$ cat src/hw/rtl/vhws_pkg.sv
package vhws_pkg;

    // Default geometry
    localparam int unsigned CHUNK_SIDE_DEF     = 16;
    localparam int unsigned WORLD_CHUNKS_X_DEF = 4;
    localparam int unsigned WORLD_CHUNKS_Y_DEF = 4;
    localparam int unsigned WORLD_CHUNKS_Z_DEF = 4;

    // Field widths
    localparam int COORD_W = 8;
    localparam int VALUE_W = 8;
    localparam int ADDR_W  = 19;

    // Shared multiply-add unit: modular arithmetic on UNIT_W bits
    localparam int UNIT_W      = 21;
    // Reciprocal scale for the divide by the chunk side
    localparam int RECIP_SHIFT = 14;
    // Width of the coordinate bound compare (up to 16 chunks of 64 cells)
    localparam int BOUND_W     = 11;
    // Chunk index width (coordinate magnitude)
    localparam int CHUNK_W     = 7;

    typedef struct packed {
        logic signed [COORD_W-1:0] pos_x;
        logic signed [COORD_W-1:0] pos_y;
        logic signed [COORD_W-1:0] pos_z;
        logic [VALUE_W-1:0]        block_value;
    } cmd_t;

    typedef struct packed {
        logic [ADDR_W-1:0]  write_address;
        logic [VALUE_W-1:0] write_value;
        logic               last_write;
    } wr_t;

endpackage

$ cat src/hw/rtl/voxel_halo_write_scatter_top.sv
// Once a coordinate is accepted, the sequencer makes 15 passes through the shared
// multiply-add unit, five per axis; then n = 1..8 writes follow, one per cycle when
// wr_ready is high. No new coordinate is taken before the last write.
// An out-of-range coordinate is dropped in its accept cycle; the block stays ready.
// Reset (rst_n low, asynchronous) returns the sequencer to idle with no write pending.
module voxel_halo_write_scatter_top #(
    parameter int unsigned CHUNK_SIDE     = vhws_pkg::CHUNK_SIDE_DEF,
    parameter int unsigned WORLD_CHUNKS_X = vhws_pkg::WORLD_CHUNKS_X_DEF,
    parameter int unsigned WORLD_CHUNKS_Y = vhws_pkg::WORLD_CHUNKS_Y_DEF,
    parameter int unsigned WORLD_CHUNKS_Z = vhws_pkg::WORLD_CHUNKS_Z_DEF
) (
    input  logic           clk,
    input  logic           rst_n,
    input  logic           cmd_valid,
    output logic           cmd_ready,
    input  vhws_pkg::cmd_t cmd,
    output logic           wr_valid,
    input  logic           wr_ready,
    output vhws_pkg::wr_t  wr
);

    localparam int UW  = vhws_pkg::UNIT_W;
    localparam int BW  = vhws_pkg::BOUND_W;
    localparam int QW  = vhws_pkg::CHUNK_W;
    localparam int AW  = vhws_pkg::ADDR_W;
    localparam int RS  = vhws_pkg::RECIP_SHIFT;
    localparam int LW  = (CHUNK_SIDE > 1) ? $clog2(CHUNK_SIDE) : 1;
    localparam int PAD = CHUNK_SIDE + 2;

    localparam int LIM_X = WORLD_CHUNKS_X * CHUNK_SIDE;
    localparam int LIM_Y = WORLD_CHUNKS_Y * CHUNK_SIDE;
    localparam int LIM_Z = WORLD_CHUNKS_Z * CHUNK_SIDE;

    localparam int RECIP = ((1 << RS) + CHUNK_SIDE - 1) / CHUNK_SIDE;
    localparam int NEG_C = (1 << UW) - CHUNK_SIDE;

    // Address weights of local offset and chunk index per axis
    localparam int LK_X = 1;
    localparam int LK_Y = PAD;
    localparam int LK_Z = PAD * PAD;
    localparam int CK_X = PAD * PAD * PAD;
    localparam int CK_Y = CK_X * WORLD_CHUNKS_X;
    localparam int CK_Z = CK_Y * WORLD_CHUNKS_Y;

    // Address deltas to the neighbor halo cell: low face (+C cells, -1 chunk)
    localparam int DLO_X = CHUNK_SIDE * LK_X - CK_X;
    localparam int DLO_Y = CHUNK_SIDE * LK_Y - CK_Y;
    localparam int DLO_Z = CHUNK_SIDE * LK_Z - CK_Z;

    localparam logic [1:0] AXIS_X = 2'd0;
    localparam logic [1:0] AXIS_Y = 2'd1;
    localparam logic [1:0] AXIS_Z = 2'd2;

    typedef enum logic [6:0] {
        S_IDLE = 7'b0000001,
        S_QUO  = 7'b0000010,
        S_REM  = 7'b0000100,
        S_LOC  = 7'b0001000,
        S_CHK  = 7'b0010000,
        S_ALT  = 7'b0100000,
        S_EMIT = 7'b1000000
    } state_t;

    state_t               state_reg, state_next;
    logic [1:0]           axis_reg, axis_next;
    logic [7:0]           mask_reg, mask_next;
    logic [2:0]           alt_ok_reg;
    logic [QW-1:0]        p_reg [3];
    logic [vhws_pkg::VALUE_W-1:0] value_reg;
    logic [UW-1:0]        acc_reg;
    logic [QW-1:0]        q_reg;
    logic [LW-1:0]        l_reg;
    logic [UW-1:0]        t_main_reg [3];
    logic [UW-1:0]        t_alt_reg [3];

    logic                 in_range;
    logic                 cmd_fire, wr_fire;
    logic [UW-1:0]        op_add, op_a, op_b, unit_res;
    logic [QW-1:0]        p_cur;
    logic [UW-1:0]        lk_cur, ck_cur, dlo_cur;
    logic [QW-1:0]        qmax_cur;
    logic                 face_lo, face_hi, alt_now;
    logic [2:0]           ok_all;
    logic [7:0]           mask_init;
    logic [2:0]           cur;
    logic [7:0]           cur_bit;
    logic [UW-1:0]        addr_sum;

    assign cmd_ready = (state_reg == S_IDLE);
    assign wr_valid  = (state_reg == S_EMIT);
    assign cmd_fire  = cmd_valid && cmd_ready;
    assign wr_fire   = wr_valid && wr_ready;

    // Check the coordinate against the world bounds
    assign in_range = !cmd.pos_x[7] && !cmd.pos_y[7] && !cmd.pos_z[7]
        && (BW'(cmd.pos_x[6:0]) < BW'(LIM_X))
        && (BW'(cmd.pos_y[6:0]) < BW'(LIM_Y))
        && (BW'(cmd.pos_z[6:0]) < BW'(LIM_Z));

    // Select per-axis constants
    always_comb
    begin
        unique case (axis_reg)
            AXIS_X:
            begin
                lk_cur   = UW'(LK_X);
                ck_cur   = UW'(CK_X);
                dlo_cur  = UW'(DLO_X);
                qmax_cur = QW'(WORLD_CHUNKS_X - 1);
            end
            AXIS_Y:
            begin
                lk_cur   = UW'(LK_Y);
                ck_cur   = UW'(CK_Y);
                dlo_cur  = UW'(DLO_Y);
                qmax_cur = QW'(WORLD_CHUNKS_Y - 1);
            end
            default:
            begin
                lk_cur   = UW'(LK_Z);
                ck_cur   = UW'(CK_Z);
                dlo_cur  = UW'(DLO_Z);
                qmax_cur = QW'(WORLD_CHUNKS_Z - 1);
            end
        endcase
    end

    assign p_cur = (axis_reg == AXIS_X) ? p_reg[0] :
                   (axis_reg == AXIS_Y) ? p_reg[1] : p_reg[2];

    // Face detection and neighbor-in-grid check for the current axis
    assign face_lo = (l_reg == '0);
    assign face_hi = (l_reg == LW'(CHUNK_SIDE - 1));
    assign alt_now = face_lo ? (q_reg != '0) : (face_hi && (q_reg != qmax_cur));

    // Feed the shared multiply-add unit
    always_comb
    begin
        op_add = '0;
        op_a   = '0;
        op_b   = '0;
        unique case (state_reg)
            S_QUO:
            begin
                op_a = UW'(p_cur);
                op_b = UW'(RECIP);
            end
            S_REM:
            begin
                op_add = UW'(p_cur);
                op_a   = UW'(q_reg);
                op_b   = UW'(NEG_C);
            end
            S_LOC:
            begin
                op_add = lk_cur;
                op_a   = UW'(l_reg);
                op_b   = lk_cur;
            end
            S_CHK:
            begin
                op_add = acc_reg;
                op_a   = UW'(q_reg);
                op_b   = ck_cur;
            end
            S_ALT:
            begin
                op_add = acc_reg;
                op_a   = face_lo ? dlo_cur : (~dlo_cur + UW'(1));
                op_b   = UW'(1);
            end
            default:
            begin
                op_add = '0;
            end
        endcase
    end

    assign unit_res = UW'(op_add + UW'(op_a * op_b));

    // Build the combination mask: z alternative innermost, x outermost
    assign ok_all = {alt_now, alt_ok_reg[1:0]};
    always_comb
    begin
        for (int c = 0; c < 8; c++)
        begin
            mask_init[c] = (!c[2] || ok_all[0]) && (!c[1] || ok_all[1])
                && (!c[0] || ok_all[2]);
        end
    end

    // Pick the lowest pending combination
    always_comb
    begin
        cur = '0;
        for (int c = 7; c >= 0; c--)
        begin
            if (mask_reg[c])
            begin
                cur = 3'(c);
            end
        end
        cur_bit = 8'b1 << cur;
    end

    assign addr_sum = UW'((cur[2] ? t_alt_reg[0] : t_main_reg[0])
        + (cur[1] ? t_alt_reg[1] : t_main_reg[1])
        + (cur[0] ? t_alt_reg[2] : t_main_reg[2]));

    assign wr.write_address = addr_sum[AW-1:0];
    assign wr.write_value   = value_reg;
    assign wr.last_write    = ((mask_reg & ~cur_bit) == '0);

    // Sequence the unit over the three axes, then emit
    always_comb
    begin
        state_next = state_reg;
        axis_next  = axis_reg;
        mask_next  = mask_reg;
        unique case (state_reg)
            S_IDLE:
            begin
                if (cmd_fire && in_range)
                begin
                    state_next = S_QUO;
                    axis_next  = AXIS_X;
                end
            end
            S_QUO:
            begin
                state_next = S_REM;
            end
            S_REM:
            begin
                state_next = S_LOC;
            end
            S_LOC:
            begin
                state_next = S_CHK;
            end
            S_CHK:
            begin
                state_next = S_ALT;
            end
            S_ALT:
            begin
                if (axis_reg == AXIS_Z)
                begin
                    state_next = S_EMIT;
                    mask_next  = mask_init;
                end
                else
                begin
                    state_next = S_QUO;
                    axis_next  = axis_reg + 2'd1;
                end
            end
            S_EMIT:
            begin
                if (wr_fire)
                begin
                    mask_next = mask_reg & ~cur_bit;
                    if (wr.last_write)
                    begin
                        state_next = S_IDLE;
                    end
                end
            end
            default:
            begin
                state_next = S_IDLE;
            end
        endcase
    end

    // Advance control state
    always_ff @(posedge clk or negedge rst_n)
    begin
        if (!rst_n)
        begin
            state_reg <= S_IDLE;
            axis_reg  <= AXIS_X;
            mask_reg  <= '0;
        end
        else
        begin
            state_reg <= state_next;
            axis_reg  <= axis_next;
            mask_reg  <= mask_next;
        end
    end

    // Hold the datapath registers
    always_ff @(posedge clk)
    begin
        if (cmd_fire)
        begin
            p_reg[0]  <= cmd.pos_x[6:0];
            p_reg[1]  <= cmd.pos_y[6:0];
            p_reg[2]  <= cmd.pos_z[6:0];
            value_reg <= cmd.block_value;
        end
        if (state_reg != S_IDLE && state_reg != S_EMIT)
        begin
            acc_reg <= unit_res;
        end
        if (state_reg == S_QUO)
        begin
            q_reg <= unit_res[RS +: QW];
        end
        if (state_reg == S_REM)
        begin
            l_reg <= unit_res[LW-1:0];
        end
        if (state_reg == S_ALT)
        begin
            unique case (axis_reg)
                AXIS_X:
                begin
                    t_main_reg[0] <= acc_reg;
                    t_alt_reg[0]  <= unit_res;
                    alt_ok_reg[0] <= alt_now;
                end
                AXIS_Y:
                begin
                    t_main_reg[1] <= acc_reg;
                    t_alt_reg[1]  <= unit_res;
                    alt_ok_reg[1] <= alt_now;
                end
                default:
                begin
                    t_main_reg[2] <= acc_reg;
                    t_alt_reg[2]  <= unit_res;
                    alt_ok_reg[2] <= alt_now;
                end
            endcase
        end
    end

    // Never take a coordinate while writes are pending
    a_ready_excl: assert property (@(posedge clk) disable iff (!rst_n)
        !(cmd_ready && wr_valid))
        else $error("cmd_ready high while a write word is pending");

    // The final write returns the block to ready
    a_last_idle: assert property (@(posedge clk) disable iff (!rst_n)
        wr_valid && wr_ready && wr.last_write |=> cmd_ready)
        else $error("block not ready after final write");

    // A non-final write is followed by another write
    a_more_writes: assert property (@(posedge clk) disable iff (!rst_n)
        wr_valid && wr_ready && !wr.last_write |=> wr_valid)
        else $error("write sequence ended without last_write");

    // Emit phase always has a pending combination
    a_mask_live: assert property (@(posedge clk) disable iff (!rst_n)
        state_reg == S_EMIT |-> mask_reg != '0)
        else $error("emit phase with empty combination mask");

endmodule
$ cat config.mk
export PLATFORM = sky130hd
export DESIGN_NAME = voxel_halo_write_scatter_top
export DESIGN_NICKNAME = d
export VERILOG_FILES = /design/src/hw/rtl/vhws_pkg.sv /design/src/hw/rtl/voxel_halo_write_scatter_top.sv
export SDC_FILE = /design/constraint.sdc
export NUM_CORES = 1
export LEC_CHECK = 0
export BUFFER_PORTS_ARGS = -buffer_cell sky130_fd_sc_hd__buf_4
export CAP_MARGIN = 20
export CORE_MARGIN = 2
export CORE_UTILIZATION = 40
export CTS_BUF_LIST = sky130_fd_sc_hd__clkbuf_16
export DETAILED_ROUTE_END_ITERATION = 10
export SYNTH_ARGS = -nofsm -noshare
export SYNTH_HDL_FRONTEND = slang
export SYNTH_SLANG_ARGS = --single-unit
$ cat constraint.sdc
create_clock -name clk -period 8.9 [get_ports clk]
set_input_delay 0.89 -clock clk [delete_from_list [all_inputs] [get_ports clk]]
set_output_delay 0.89 -clock clk [all_outputs]
set_load 0.05 [all_outputs]
# Word level (Yosys, flattened, before mapping)
# Memories as Yosys holds them, arrays and structs flattened.
# Cells that the tools add are included.
# W data, S select, Z words.
# classes
n_bitwise,3
n_addsub,5
n_mul,1
eq_ne,18
n_reduce_logical,35
shifts,1
n_mux,55
magnitude_cmp,3
# ops
op,n
$mux W21,5
$pmux W21 S5,1
$pmux W21 S4,1
$reduce_or A21 Y1,4
$pmux W17 S2,2
$pmux W21 S3,1
$mux W19,3
$pmux W7 S7,1
$mux W7,6
$add A19 B19 Y19,2
$mux W3,8
$add A21 B1 Y21 const B,1
$add A21 B21 Y21,1
$lt A7 B7 Y1 const B,3
$mul A21 B21 Y21,1
$not A21 Y21,1
$pmux W9 S2,1
$mux W1,16
$mux W8,2
$pmux W8 S2,1
$logic_and A1 B1 Y1,14
$mux W2,6
$reduce_and A3 Y1,3
$and A8 B8 Y8,1
other kinds (27),36
# totals
inputBits,36
elab_cells,133
out_inout_bits,30
reg_bits,59
n_memories,3
ram_bits,147
# mem_list
memory,words,word_bits,read_ports,rd_ports_with_merged_regs,wr,line,text
t_alt_reg,3,21,3,0,1,voxel_halo_write_scatter_top.sv:74,logic [UW-1:0] t_alt_reg [3];
t_main_reg,3,21,3,0,1,voxel_halo_write_scatter_top.sv:73,logic [UW-1:0] t_main_reg [3];
p_reg,3,7,3,0,3,voxel_halo_write_scatter_top.sv:68,logic [QW-1:0] p_reg [3];

# Longest topological paths before layout
# Gate-level depths: netlist (run 1).
# logic_depth
ltp_word,15
mapped_depth,30
depth_no_buf,29

# Worst setup path before layout (run 1)
# No wires, ideal clock.
# synth_timing
kind,register to register
start,reg axis_reg[1]
end,"reg acc_reg[19], data pin"
setup_time_ps,261
slack_ps,1461
synth_period_minus_slack_ps,7439
n_path_buf,3
t_arrival_ps,7177
t_required_ps,8639
stages_incl_launch_ff,30
cell_sequence,dfrtp_1 -> inv_1 -> ha_1 -> buf_2 -> inv_1 -> ha_1 -> clkbuf_1 -> and3_1 -> clkbuf_1 -> nor3_1 -> nor2_1 -> fa_1 -> fa_1 -> inv_1 -> fa_1 -> inv_1 -> fa_1 -> ha_1 -> fa_1 -> inv_1 -> fa_1 -> inv_1 -> ha_1 -> and3_1 -> a21oi_1 -> o21ai_0 -> nor4_1 -> o31ai_1 -> o41a_1 -> xor2_1
# synth_between
elab_chain_cells,8
elab_cells_between_ends,15
classes_between,add/sub (2); mul (1); eq/ne (1); mux (9); bitwise (1); reduce/logical (1)
# synth_rtl
item,line,text
start: declaration,voxel_halo_write_scatter_top.sv:65,"logic [1:0] axis_reg, axis_next;"
start signal: assignment,voxel_halo_write_scatter_top.sv:288,axis_reg <= axis_next;
$eq A2 B1 Y1 / $logic_not A2 Y1 (equally long branches),"voxel_halo_write_scatter_top.sv:103, voxel_halo_write_scatter_top.sv:129, voxel_halo_write_scatter_top.sv:128",
$pmux W17 S2,voxel_halo_write_scatter_top.sv:103,unique case (axis_reg)
$not A21 Y21,voxel_halo_write_scatter_top.sv:169,op_a = face_lo ? dlo_cur : (~dlo_cur + UW'(1));
$add A21 B1 Y21,voxel_halo_write_scatter_top.sv:169,
$mux W21,voxel_halo_write_scatter_top.sv:169,
$pmux W21 S4,voxel_halo_write_scatter_top.sv:142,unique case (state_reg)
$mul A21 B21 Y21,voxel_halo_write_scatter_top.sv:179,assign unit_res = UW'(op_add + UW'(op_a * op_b));
$add A21 B21 Y21 (*),voxel_halo_write_scatter_top.sv:179,
net unit_res[19],voxel_halo_write_scatter_top.sv:78,"logic [UW-1:0] op_add, op_a, op_b, unit_res;"
end signal: assignment,voxel_halo_write_scatter_top.sv:305,acc_reg <= unit_res;
end: declaration,voxel_halo_write_scatter_top.sv:70,logic [UW-1:0] acc_reg;
# The timed path passes the listed nets; every way through them passes the cells marked *.
# A chain may end at the register's enable or synchronous reset.

# Final worst setup path (run 1)
# layout_timing
start,reg axis_reg[1]
end,"reg q_reg[5], data pin"
# layout_between
elab_chain_cells,8
elab_cells_between_ends,15
classes_between,add/sub (2); mul (1); eq/ne (1); mux (9); bitwise (1); reduce/logical (1)
# layout_rtl
item,line,text
$eq A2 B1 Y1 / $logic_not A2 Y1 (equally long branches),"voxel_halo_write_scatter_top.sv:103, voxel_halo_write_scatter_top.sv:129, voxel_halo_write_scatter_top.sv:128",
$pmux W17 S2,voxel_halo_write_scatter_top.sv:103,
$not A21 Y21,voxel_halo_write_scatter_top.sv:169,
$add A21 B1 Y21,voxel_halo_write_scatter_top.sv:169,
$mux W21,voxel_halo_write_scatter_top.sv:169,
$pmux W21 S4,voxel_halo_write_scatter_top.sv:142,
$mul A21 B21 Y21,voxel_halo_write_scatter_top.sv:179,
$add A21 B21 Y21 (*),voxel_halo_write_scatter_top.sv:179,
net unit_res[19],voxel_halo_write_scatter_top.sv:78,
end signal: assignment,voxel_halo_write_scatter_top.sv:309,q_reg <= unit_res[RS +: QW];
end: declaration,voxel_halo_write_scatter_top.sv:71,logic [QW-1:0] q_reg;
# Marked as above.

==> results of run 1 <==
area by class of cell:
class,count,area (sq um)
inverter,268,1010
sequential,194,5740
clock inverter,15,141
timing repair buffer,85,638
fill,3603,20900
tap,518,648
multi-input combinational,923,8950
clock buffer,17,425
Yosys cell counts, drive strengths merged, types with 10 or more instances:
| master | count |
|---|---|
| dfrtp | 16 |
| clkbuf | 15 |
| and2 | 10 |
| o21a | 10 |
| ha | 98 |
| a21oi | 41 |
| nor2b | 10 |
| xnor2 | 50 |
| o21ai | 37 |
| buf | 11 |
| and3 | 11 |
| nor2 | 99 |
| inv | 266 |
| nand3 | 17 |
| mux2i | 62 |
| nand2 | 90 |
| edfxtp | 177 |
| fa | 192 |
per-layer routing:
metal	vias to the layer above	global-route usage (%)	part of all wire, %
li1	4592	-	-
met1	4862	24.3	46
met2	243	29.0	48
met3	32	2.60	4.2
met4	0	5.24	2.0
met5	-	0	0
cells in the final DEF, fill, tap and decap left out, types with 9 or more instances in the layout:
| master | Yosys | routed |
|---|---|---|
| inv_1 | 264 | 264 |
| fa_1 | 192 | 192 |
| edfxtp_1 | 177 | 177 |
| ha_1 | 98 | 98 |
| nor2_1 | 98 | 96 |
| nand2_1 | 90 | 90 |
| buf_4 | 1 | 85 |
| conb_1 | 2 | 84 |
| mux2i_1 | 62 | 62 |
| xnor2_1 | 49 | 49 |
| a21oi_1 | 41 | 41 |
| o21ai_0 | 35 | 34 |
| clkbuf_16 | 0 | 17 |
| nand3_1 | 16 | 16 |
| dfrtp_1 | 16 | 16 |
| and3_1 | 11 | 11 |
| nor2b_1 | 10 | 10 |
| o21a_1 | 10 | 10 |
| nand2b_1 | 9 | 9 |
| and2_1 | 9 | 9 |
through the flow:
stage	cell area [sq um]	util, %	hold slack (ns)	power, mW	setup WS, ns
2_1_floorplan	15800	-	0.455	2.43	1.46
3_3_place_gp	17000	44.2	0.492	2.73	0.947
3_5_place_dp	17000	44.2	0.506	2.76	0.792
4_1_cts	17600	45.6	0.292	3.52	0.767
5_1_grt	17600	45.6	0.301	3.81	0.210
6_report	17600	45.6	0.309	3.49	0.741
logic make-up after synthesis:
| logic type | synth area share, % |
|---|---|
| other | 0.0484 |
| DFF | 37.0 |
| buffers and inverters | 7.43 |
| muxes | 4.51 |
| and+or+nand+nor | 8.98 |
| xor gates and xnor gates | 3.37 |
| adders and majority gates | 32.8 |
| AOI/OAI and AO/OA | 5.85 |
power breakdown:
| group | leakage [nW] | switching (mW) | total, mW | internal (mW) |
|---|---|---|---|---|
| Sequential | 1.81 | 0.00699 | 1.23 | 1.23 |
| Combinational | 5.78 | 0.882 | 1.51 | 0.633 |
| Clock | 0.277 | 0.372 | 0.744 | 0.372 |
| Total | 7.87 | 1.26 | 3.49 | 2.23 |
how the worst min path moves through the flow:
stage / cells after the start / to / startpoint
final: 1 / mask_reg[5]$_DFFE_PN0P_ / rst_n
after global routing: 1 / axis_reg[1]$_DFFE_PN0P_ / rst_n
after CTS: 1 / state_reg[2]$_DFFE_PN0P_ / rst_n
after detailed placement: 0 / t_main_reg[0][36]$_DFFE_PP_ / acc_reg[15]$_DFFE_PP_
after global placement: 0 / t_main_reg[0][15]$_DFFE_PP_ / acc_reg[15]$_DFFE_PP_
after floorplan: 0 / t_main_reg[0][10]$_DFFE_PP_ / acc_reg[10]$_DFFE_PP_
==> results.py, run 1 <==
metrics = {
    "place": {
        "io_buffers": 65,
        "placedCellCount": 1988,
        "hpwl_um": 26700,
        "place_congestion": 0.958,
    },
    "cts": {
        "cts_made_buffers": 17,
        "cts_hold_buf": 0,
        "clk_latency_ns": 0.44,
        "tritoncts": "yes",
        "cts_sinks": 194,
        "cts_root_buf": "clkbuf_16",
        "clk_pin_slew_ns": 0.08,
        "postCtsSetupBuffers": 0,
        "clockBufferDepth": 2,
        "ctsResizeCount": 0,
        "htree_levels": 4,
    },
    "power_and_ir_drop": {
        "vdd_drop_max_mv": 0.287,
        "p_per_area_mw_per_mm2": 199,
        "p_leak_nw": 7.87,
    },
    "worst_hold_path": {
        "hold_class": "primary input to async pin",
    },
    "floorplanning": {
        "design.core.area_sq_mm": 0.0385,
        "num_io_pins": 66,
        "die_h_um": 201,
        "start_util_pct": 40.3,
        "rows": 72,
        "die-area_sq_mm": 0.0403,
        "die_w_um": 201,
    },
    "setup_path": {
        "cp_num_cells": 27,
        "crit_family": "adder cells",
        "required_ns": 9.09,
        "critPathMaxStageDelay_ns": 0.54,
        "crit_type": "flop to flop",
        "critPathArrivalTime_ns": 8.35,
        "r2r_slack_ns": 0.74,
        "rr_endpoint": "q_reg[5]$_DFFE_PN_",
        "crit_top_cell": "fa_1",
        "start_kind": "flop",
        "crit_fanout": 13,
        "r2r_cells": 27,
        "worst_setup_path_end_kind": "flop",
        "r2r-start": "axis_reg[1]$_DFFE_PN0P_",
        "crit_slowest_cell": "ha_1",
        "crit_buf_inv": 6,
        "worstSetupStartpoint": "axis_reg[1]$_DFFE_PN0P_",
        "setup.worst_path.end": "q_reg[5]$_DFFE_PN_",
    },
    "sta": {
        "skew_ns": 0.00920,
        "slew_headroom_pct": 44.6,
        "fin_crit_ns": 8.16,
        "setup_viol_count_final": 0,
        "hold_viol": 0,
        "worstMarginPinSlew_ns": 0.820,
        "rsz0062_at_grt": "false",
        "setup_tns_ns": 0,
        "timing.final.crit_share_pct": 91.7,
        "drv_slew": 0,
        "fmax_ghz": 0.123,
    },
    "global_routing": {
        "grt_pass1_wl_um": 55400,
        "track_usage_pct": 17.6,
        "grt_pass1_vias": 10300,
        "grt_start_max_net_pins": 40,
        "antenna_found_initial": 0,
        "grt-ovfl-total": 0,
    },
    "synth": {
        "synthFlopType": "edfxtp_1",
        "synth.cell_area_sq_mm": 0.0155,
        "synth.ff_latch_count": 194,
        "synthArstFlopShare_pct": 8.76,
        "ys_seq_area_share_pct": 37.0,
        "synthCells": 1329,
        "synth_area_per_cell_sq_um": 11.7,
        "synth_area_leaders": "edfxtp_1 (34%), fa_1 (25%), ha_1 (7.9%)",
        "synth.distinct_cells": 80,
        "synth_top_cell_by_area": "edfxtp_1",
        "synth_edf_count": 177,
        "ys_warn_count": 0,
        "synth_top_area_share_pct": 34.3,
    },
    "layout": {
        "fin_cells": 2020,
        "area_growth_pct": 13.2,
        "nNetsFinal": 1815,
        "num_antenna_cells": 0,
        "drive_above_1_share_pct": 10.3,
    },
    "detailed_routing": {
        "wl_per_cell_um": 16.5,
        "dr.pass1.iters": 5,
        "drt-total-wl_um": 33400,
        "routed_via_density": 4.82,
        "vias": 9729,
        "first_iter_violations": 743,
        "antenna_left": 0,
        "drc": 0,
    },
    "job": {
        "max-cap-violations": 0,
    },
    "status": {
        "status": "completed",
    },
}
(Power assumes the default switching activity.)
==> inputs of run 2 (changes only) <==
--- a/config.mk
+++ b/config.mk
@@ -11,6 +11,7 @@
 export CORE_UTILIZATION = 40
 export CTS_BUF_LIST = sky130_fd_sc_hd__clkbuf_16
 export DETAILED_ROUTE_END_ITERATION = 10
+export GPL_TIMING_DRIVEN = 0
 export SYNTH_ARGS = -nofsm -noshare
 export SYNTH_HDL_FRONTEND = slang
 export SYNTH_SLANG_ARGS = --single-unit
==> run 2 against run 1 <==
Combinational power grew 6%. Clock power down 3.2%. First-iteration DRC count shrank 20%. Clock-buffer cell count up 3. Clock skew up 0.0069 ns. Global-route usage down 0.050 points. Final cell count is 0.54% higher. Fmax down 2.6%. Via count up 0.75%. Critical path depth is 2 higher. Critical path type unchanged. Highest routed layer unchanged.
==> results.py, run 2 (synthesis gave the netlist of run 1 again) <==
metrics = {
    "setup_path": {
        "r2r_cells": 29,
        "worst_setup_path_end_kind": "flop",
        "required_ns": 9.08,
        "start_kind": "flop",
        "crit_slowest_cell": "fa_1",
        "critPathMaxStageDelay_ns": 0.55,
        "rr_endpoint": "acc_reg[20]$_DFFE_PP_",
        "crit_buf_inv": 9,
        "r2r-start": "axis_reg[1]$_DFFE_PN0P_",
        "setup.worst_path.end": "acc_reg[20]$_DFFE_PP_",
        "crit_family": "adder cells",
        "worstSetupStartpoint": "axis_reg[1]$_DFFE_PN0P_",
        "crit_type": "flop to flop",
        "crit_fanout": 10,
        "critPathArrivalTime_ns": 8.55,
        "cp_num_cells": 29,
        "r2r_slack_ns": 0.53,
    },
    "sta": {
        "fin_crit_ns": 8.37,
        "fmax_ghz": 0.119,
        "skew_ns": 0.0161,
        "setup_viol_count_final": 0,
        "drv_slew": 0,
        "timing.final.crit_share_pct": 94.1,
        "rsz0062_at_grt": "false",
        "slew_headroom_pct": 34.0,
        "holdWs_ns": 0.300,
        "setup_tns_ns": 0,
        "hold_viol": 0,
        "worstMarginPinSlew_ns": 0.989,
    },
    "global_routing": {
        "grt_pass1_wl_um": 54800,
        "grt_pass1_vias": 10300,
        "track_usage_pct": 17.6,
        "antenna_found_initial": 0,
        "grt_start_max_net_pins": 34,
        "grt-ovfl-total": 0,
    },
    "floorplanning": {
        "num_io_pins": 66,
        "die_w_um": 201,
        "start_util_pct": 40.3,
        "die-area_sq_mm": 0.0403,
        "design.core.area_sq_mm": 0.0385,
        "rows": 72,
        "die_h_um": 201,
    },
    "detailed_routing": {
        "antenna_left": 0,
        "vias": 9802,
        "drt-total-wl_um": 33100,
        "routed_via_density": 4.83,
        "first_iter_violations": 593,
        "drc": 0,
        "wl_per_cell_um": 16.3,
        "dr.pass1.iters": 7,
    },
    "cts": {
        "clk_pin_slew_ns": 0.07,
        "htree_levels": 4,
        "clockBufferDepth": 2,
        "cts_root_buf": "clkbuf_16",
        "clk_latency_ns": 0.45,
        "tritoncts": "yes",
        "cts_sinks": 194,
        "cts_made_buffers": 17,
        "cts_hold_buf": 0,
    },
    "place": {
        "place_congestion": 0.881,
        "placedCellCount": 1999,
        "place_area_sq_mm": 0.0171,
        "hpwl_um": 26800,
        "io_buffers": 65,
    },
    "layout": {
        "seqCellArea_sq_mm": 0.00574,
        "final_core_util_pct": 45.9,
        "layout_common_cells": "inv_1 (266), fa_1 (192), edfxtp_1 (177)",
        "fin_cells": 2031,
        "n_fill_cell": 3601,
        "multi_input_area_sq_mm": 0.00898,
        "num_antenna_cells": 0,
        "final_common_cell": "inv_1",
        "area_growth_pct": 14.0,
        "nNetsFinal": 1826,
        "post-route-cell-area_sq_mm": 0.0177,
        "drive_above_1_share_pct": 9.72,
    },
    "status": {
        "status": "completed",
    },
    "power_and_ir_drop": {
        "vdd_drop_max_mv": 0.204,
        "p_leak_nw": 7.91,
        "p_per_area_mw_per_mm2": 201,
    },
    "worst_hold_path": {
        "hold_class": "primary input to async pin",
    },
    "job": {
        "max-cap-violations": 0,
    },
}
[run 2: cell types whose count changed in the layout (fill, tap and decap cells not counted), sizes merged]
cell / delta
clkinvlp: -2
clkbuf: +18
buf: -4
clkinv: +4
inv: -5
[run 2: power by group]
part	internal (mW)	switching [mW]	leakage, nW
Clock	0.401	0.319	0.287
Combinational	0.639	0.961	5.81
Sequential	1.23	0.00612	1.81
[run 2: per-layer routing]
layer | track usage [%] | up-vias | routed length (um)
met3 | 3.30 | 44 | 1720
met2 | 28.5 | 233 | 15700
li1 | - | 4618 | -
met1 | 23.5 | 4907 | 14600
met4 | 6.69 | 0 | 1080
met5 | 0 | - | 0
[run 2: worst min path at each step]
| stage | from | endpoint | slack (ns) | cells after the start |
|---|---|---|---|---|
| final | rst_n | mask_reg[0]$_DFFE_PN0P_ | 0.30 | 1 |
| after global routing | rst_n | mask_reg[6]$_DFFE_PN0P_ | 0.30 | 1 |
| after CTS | rst_n | mask_reg[6]$_DFFE_PN0P_ | 0.28 | 1 |
| after detailed placement | acc_reg[0]$_DFFE_PP_ | t_main_reg[0][21]$_DFFE_PP_ | 0.50 | 0 |
| after global placement | acc_reg[0]$_DFFE_PP_ | t_main_reg[0][21]$_DFFE_PP_ | 0.50 | 0 |
| after floorplan | acc_reg[10]$_DFFE_PP_ | t_main_reg[0][10]$_DFFE_PP_ | 0.45 | 0 |
[run 2: stage by stage]
stage	total power, mW	setup WS [ns]
after global placement	2.78	-0.0840
after global routing	3.83	0.0903
after CTS	3.56	0.0396
after detailed placement	2.82	0.0261
final	3.55	0.525
after floorplan	2.43	1.46
[run 2: worst reg2reg max path, delay by kind of cell, from the launching register on]
kind	cells	cell delay [ns]
flops	1	0.39
buf+inv	9	1.21
xor+xnor	1	0.15
fa+ha+maj	10	4.21
compound gates	4	1.09
simple gates	5	1.06
[run 2: layout make-up]
type	count	share of cell area [%]
flip-flops and latches	194	32.5
clock inverters	12	0.354
repair buffers	70	3.34
plain buffers	26	0.821
multi-input cells	923	50.8
clock buffers	20	2.83
well taps	518	3.67
inverters	268	5.70
[run 2: what timing repair did]
item                                    4_1_cts  5_1_grt
pin swaps                                     0        0
gates cloned                                  0        0
endpoints found under the setup margin        2       24
buffers inserted                              0        0
gates resized for setup                       1        9
